$ cat src/hw/rtl/q2e_pkg.sv
// shared types, constants and the arctangent table for the quaternion to euler block
// no dependencies
`default_nettype none
package q2e_pkg;
    localparam int unsigned CordicStagesDef = 16;
    localparam int unsigned AtanEntries = 24;
    localparam int unsigned TermW = 33;
    localparam int unsigned CordW = 36;
    localparam int unsigned SqrtInW = 58;
    localparam int unsigned SqrtOutW = 29;
    localparam logic signed [TermW-1:0] OneQ28 = 33'sd268435456;
    localparam logic [15:0] QuarterTurn = 16'd16384;
    localparam logic [15:0] NegQuarterTurn = 16'd49152;
    localparam logic [31:0] HalfTurn32 = 32'h8000_0000;

    typedef struct packed {
        logic signed [15:0] quat_w;
        logic signed [15:0] quat_x;
        logic signed [15:0] quat_y;
        logic signed [15:0] quat_z;
    } t_quat;

    typedef struct packed {
        logic signed [15:0] roll_angle;
        logic signed [15:0] pitch_angle;
        logic signed [15:0] yaw_angle;
        logic pitch_clamped;
    } t_euler;

    function automatic logic [31:0] atan_entry(input logic [4:0] i);
        case (i)
            5'd0: atan_entry = 32'h20000000;
            5'd1: atan_entry = 32'h12E4051E;
            5'd2: atan_entry = 32'h09FB385B;
            5'd3: atan_entry = 32'h051111D4;
            5'd4: atan_entry = 32'h028B0D43;
            5'd5: atan_entry = 32'h0145D7E1;
            5'd6: atan_entry = 32'h00A2F61E;
            5'd7: atan_entry = 32'h00517C55;
            5'd8: atan_entry = 32'h0028BE53;
            5'd9: atan_entry = 32'h00145F2F;
            5'd10: atan_entry = 32'h000A2F98;
            5'd11: atan_entry = 32'h000517CC;
            5'd12: atan_entry = 32'h00028BE6;
            5'd13: atan_entry = 32'h000145F3;
            5'd14: atan_entry = 32'h0000A2FA;
            5'd15: atan_entry = 32'h0000517D;
            5'd16: atan_entry = 32'h000028BE;
            5'd17: atan_entry = 32'h0000145F;
            5'd18: atan_entry = 32'h00000A30;
            5'd19: atan_entry = 32'h00000518;
            5'd20: atan_entry = 32'h0000028C;
            5'd21: atan_entry = 32'h00000146;
            5'd22: atan_entry = 32'h000000A3;
            5'd23: atan_entry = 32'h00000051;
            default: atan_entry = 32'h0;
        endcase
    endfunction
endpackage
`default_nettype wire

$ cat src/hw/rtl/q2e_isqrt.sv
// pipelined restoring integer square root, one result bit per stage
// depends on q2e_pkg
`default_nettype none
module q2e_isqrt
    import q2e_pkg::*;
(
    input  wire logic               i_clk,
    input  wire logic               i_en,
    input  wire logic [SqrtInW-1:0] i_val,
    output logic [SqrtOutW-1:0]     o_root
);
    // partial remainder and root carried per stage, msb pair first
    logic [SqrtInW-1:0] r_val [SqrtOutW+1];
    logic [SqrtOutW+1:0] r_rem [SqrtOutW+1];
    logic [SqrtOutW-1:0] r_root [SqrtOutW+1];

    always_ff @(posedge i_clk) begin
        if (i_en) begin
            r_val[0] <= i_val;
            r_rem[0] <= '0;
            r_root[0] <= '0;
        end
    end

    for (genvar g = 0; g < SqrtOutW; g++) begin : g_bit
        logic [SqrtOutW+1:0] n_rem;
        logic [SqrtOutW+1:0] n_trial;
        assign n_rem = {r_rem[g][SqrtOutW-1:0], r_val[g][SqrtInW-1 -: 2]};
        assign n_trial = {r_root[g], 2'b01};
        always_ff @(posedge i_clk) begin
            if (i_en) begin
                r_val[g+1] <= {r_val[g][SqrtInW-3:0], 2'b00};
                if (n_rem >= n_trial) begin
                    r_rem[g+1] <= n_rem - n_trial;
                    r_root[g+1] <= {r_root[g][SqrtOutW-2:0], 1'b1};
                end else begin
                    r_rem[g+1] <= n_rem;
                    r_root[g+1] <= {r_root[g][SqrtOutW-2:0], 1'b0};
                end
            end
        end
    end

    assign o_root = r_root[SqrtOutW];
endmodule
`default_nettype wire

$ cat config.mk
export PLATFORM = sky130hd
export DESIGN_NAME = q2e_isqrt
export DESIGN_NICKNAME = d
export VERILOG_FILES = /design/src/hw/rtl/q2e_pkg.sv /design/src/hw/rtl/q2e_isqrt.sv
export SDC_FILE = /design/constraint.sdc
export NUM_CORES = 2
export LEC_CHECK = 0
export ABC_AREA = 1
export BUFFER_PORTS_ARGS = -buffer_cell sky130_fd_sc_hd__buf_2
export CAP_MARGIN = 25
export CORE_MARGIN = 2
export CORE_UTILIZATION = 32
export DETAILED_ROUTE_END_ITERATION = 10
export PLACE_DENSITY = 0.46
export SYNTH_ARGS = -nofsm -noshare
export SYNTH_HDL_FRONTEND = slang
export SYNTH_SLANG_ARGS = --single-unit
$ cat constraint.sdc
create_clock -name i_clk -period 5.9 [get_ports i_clk]
set_input_delay 0.295 -clock i_clk [delete_from_list [all_inputs] [get_ports i_clk]]
set_output_delay 0.295 -clock i_clk [all_outputs]
set_load 0.05 [all_outputs]
# Yosys cells after proc, flatten, opt, wreduce, memory -nomap -nowiden
# Memories as Yosys holds them, arrays and structs flattened.
# Index checks and enable logic that the tools add are counted.
# Widths: inputs -> output; s select.
[word_totals]
reg_bits = 0
mem_bits_rw = 3540
output_inout_bits = 29
memories = 3
in_bits = 60
elab_cells = 353
[mem_list]
columns = ["memory", "words", "word_bits", "read_ports", "rd_ports_with_merged_regs", "write_ports", "line_no", "text"]
rows = [
  ["r_val", 30, 58, 29, 0, 30, "q2e_isqrt.sv:13", "logic [SqrtInW-1:0] r_val [SqrtOutW+1];"],
  ["r_rem", 30, 31, 29, 0, 30, "q2e_isqrt.sv:14", "logic [SqrtOutW+1:0] r_rem [SqrtOutW+1];"],
  ["r_root", 30, 29, 30, 0, 30, "q2e_isqrt.sv:15", "logic [SqrtOutW-1:0] r_root [SqrtOutW+1];"],
]
[classes]
order_cmp = 29
n_bitwise = 58
muxes = 234
n_addsub = 29
[op_table]
columns = ["cell", "n"]
rows = [
  ["$ge 31x31->1", 29],
  ["$mux 31", 29],
  ["$sub 31x31->31", 29],
  ["$mux 29", 29],
  ["$mux 1", 176],
  ["$or 1x1->1", 58],
]

# Depth between registers and ports, before layout
# An unclocked memory read counts as a cell.
[logic_depth]
ltp_word = 6
mapped_depth = 16
depth_no_buf = 16

# Worst setup path before layout
# OpenSTA, ideal clock, no wires.
[synth_timing]
path_kind = "input port to flip-flop"
start = "input i_en"
end = "memory r_rem[1][155] (netlist name), enable pin"
t_arrival_ns = 2.246
setup_ns = 0.425
cell_stages = 4
required_ns = 5.475
slack_ns = 3.229
path_buffers = 4
path_cell_list = "buf_4 -> buf_4 -> clkbuf_1 -> clkbuf_1"
[synth_rtl]
columns = ["item", "line_no", "text"]
rows = [
  ["start: declaration", "q2e_isqrt.sv:8", "input wire logic i_en,"],
  ["end: declaration", "q2e_isqrt.sv:14", ""],
]

==> results.cfg <==
[timing]
max_freq_ghz = 0.287
relSlewSlack_pct = 33.4
fin_crit_ns = 3.49
rsz0062_at_grt = false
fin_ws_ns = 2.41
fin_crit_sh_pct = 59.1
skew_ns = 0.0902
tns_ns = 0
finalHoldViolCount = 0
final_max_slew_viol_count = 0
setup_violations = 0
tightest_slew_ns = 0.995

[route]
avgRoutedWirePerCell_um = 17.6
drtIter0Drc = 6727
postRouteAntennaNets = 0
routed_wl_um = 331000
drc_errors = 0
num_vias = 86071
first_pass_iters = 6
vias_per_cell = 4.57

[clock_tree]
clock_latency_ns = 0.93
ctsResizeCount = 0
cts_made_buffers = 241
cts_tree = done
htreeDepth = 4
cts_sinks = 2076
cts_root_buffer = clkbuf_16
clockBufferDepth = 4
path_clk_slew_ns = 0.06
post-cts-setup-buffer-count = 0

[synthesis]
ys.flop_type = edfxtp_1
syn_nets = 14071
syn_area_per_cell_um2 = 8.54
yosys_warnings = 0
synthTopCellsByArea = edfxtp_1, nand2_1, inv_1, ha_1, nor2_1
syn-cell-area_mm2 = 0.116
async_flop_share_pct = 0
synth_cell_types = 58
synth_top_area_share_pct = 53.8
synthCells = 13544
yosys.area.top_type = edfxtp_1
seq_area_frac_synth_pct = 53.9
synth-edff-count = 2075
ys_ff_latch = 2076

[floorplan]
die-width_um = 605
core_region_area_mm2 = 0.359
io_pins = 89
rows = 220
die_y_um = 605
die_area_mm2 = 0.366
start_util_pct = 32.2

[placement]
dp_hpwl_um = 257000
dp.cells = 18306
dpl_cell_area_mm2 = 0.122
gp_congestion = 0.908
port_buffers = 88
dp_slack_ns = 2.40

[pwr]
comb_power_share_pct = 24.3
total_power_uw = 45900
pwr-share-clk_pct = 32.9
p_sw_share_pct = 32.8
power.density_mw_per_mm2 = 352
p_leak_uw = 0.0596
max-vdd-ir-drop_mv = 0.251
p_int_uw = 30800
p_sw_uw = 15100
power_frac_seq_pct = 42.8

[global_routing]
grtUsageTotal_pct = 17.8
grt_pass1_wl_um = 505000
antenna_found_initial = 7
gr-total-overflow = 0
grt_pass1_vias = 83970
grt_max_degree = 160

[setup_path]
critPathSlowestCell = nand2_1
cpMostUsedCell = nor2_1
end_kind = flip-flop
critPathRequiredTime_ns = 6.52
cp_max_fo = 20
worstSetupPathType = reg -> reg
path_cells = ha_1, nand2_1, inv_1, nand2_1, nor2_1, nand4_1, nor2_1, nor2_1, nand2_1, nor2_1, nor2_1
arrival_ns = 4.11
cp_slowest_stage_delay_ns = 0.76
startpoint_type = flip-flop

[min_path]
min_path_type = in -> reg

[final_layout]
nets = 14377
final-seq-area_mm2 = 0.0623
syn_to_final_growth_pct = 12.7
stdcell_count = 18822
final_cell_area_mm2 = 0.130
multi_input_area_mm2 = 0.0429
final_common_cell = nand2_1
drive_gt1_share_pct = 4.41
nFillCells = 37650
most-common-layout-cells = nand2_1, inv_1, edfxtp_1

[run]
max_cap_viol_count = 0

[status]
status = finished, final reports clean
[through the flow]
step	hold slack, ns	utilization (%)
after floorplan	0.394	-
after global placement	0.400	33.9
after detailed placement	0.405	33.9
after CTS	0.00331	36.3
after global routing	0.0312	36.3
final	0.0841	36.3
[layer usage]
layer | track usage [%] | vias up | share of wire [%]
li1 | - | 44175 | -
met1 | 24.7 | 39954 | 47
met2 | 29.7 | 1558 | 46
met3 | 1.93 | 384 | 4.1
met4 | 4.11 | 0 | 2.2
met5 | 0 | - | 0
[cells by family after synthesis]
group	Yosys count	synth area share [%]
XOR/XNOR	337	2.56
adder cells (fa/ha/maj)	467	5.05
buffers and inverters	2681	9.04
AND/OR/NAND/NOR	7257	26.1
flip-flops	2076	53.9
AO/OA/AOI/OAI	726	3.43
[power groups by stage]
stage	Sequential (uW)	Combinational, uW	Clock (uW)
3_5_place_dp	20000	11100	0
5_1_grt	19800	12800	16200
4_1_cts	19700	11200	15700
3_3_place_gp	20000	11100	0
2_1_floorplan	19300	7900	0
6_report	19700	11200	15100
[synthesized netlist by cell type (3+ instances only)]
| cell | n |
|---|---|
| a21boi_0 | 5 |
| o21ai_2 | 7 |
| nand3_1 | 911 |
| and3_1 | 14 |
| nand3_2 | 8 |
| o21ai_0 | 221 |
| inv_1 | 2525 |
| clkbuf_2 | 3 |
| nor4_1 | 14 |
| nor2_2 | 22 |
| ha_1 | 467 |
| nand3b_1 | 72 |
| nor3_1 | 187 |
| xor2_1 | 201 |
| o21ai_1 | 82 |
| a21oi_2 | 13 |
| buf_4 | 29 |
| buf_6 | 29 |
| o211ai_1 | 15 |
| nand2_1 | 4382 |
| and2_0 | 4 |
| nand2_2 | 17 |
| o21a_1 | 8 |
| a21o_1 | 9 |
| nor3b_1 | 10 |
| nor2_4 | 8 |
| inv_2 | 6 |
| buf_2 | 52 |
| or2_2 | 20 |
| nand2_4 | 3 |
| edfxtp_1 | 2075 |
| o2111ai_1 | 5 |
| xnor2_1 | 135 |
| and2_1 | 46 |
| nor3_2 | 11 |
| a21oi_1 | 320 |
| nand4_2 | 3 |
| o21bai_1 | 32 |
| clkbuf_1 | 33 |
| nand4_1 | 254 |
| nor2_1 | 1264 |
[worst paths after layout]
check	from	endpoint	slack, ns	cells after the start
worst max register to register	r_rem[0][350]	r_rem[0][380]	2.41	11
worst max-delay path	r_rem[0][350]	r_rem[0][380]	2.41	11
worst min register to register	r_val[0][339]	r_val[0][399]	0.37	0
worst min-delay path	i_val[16]	r_val[0][16]	0.08	2
[final cells by class]
type	instances	share of cell area, %
diodes	2	0.00384
clock buffers	284	4.81
clock inverters	156	1.26
inverters	2535	7.30
multi-input cells	8787	32.9
flip-flops and latches	2076	47.8
well taps	4773	4.58
repair buffers	209	1.30
[state kept, by name (all words and copies together), names as in the netlist]
| register | count |
|---|---|
| r_val | 870 |
| r_rem | 771 |
| r_root | 435 |
[what timing repair did]
item	in CTS	in global routing
hold buffers	74	0
hold endpoints to repair	109	0
setup endpoints to repair	0	0
[critical path: cells and delay by family (launching register included)]
| family | cells | cell delay [ns] |
|---|---|---|
| AND/OR/NAND/NOR | 9 | 2.37 |
| flip-flops | 1 | 0.43 |
| adder cells (fa/ha/maj) | 1 | 0.38 |
| buffers and inverters | 1 | 0.05 |
(Power assumes the default switching activity.)
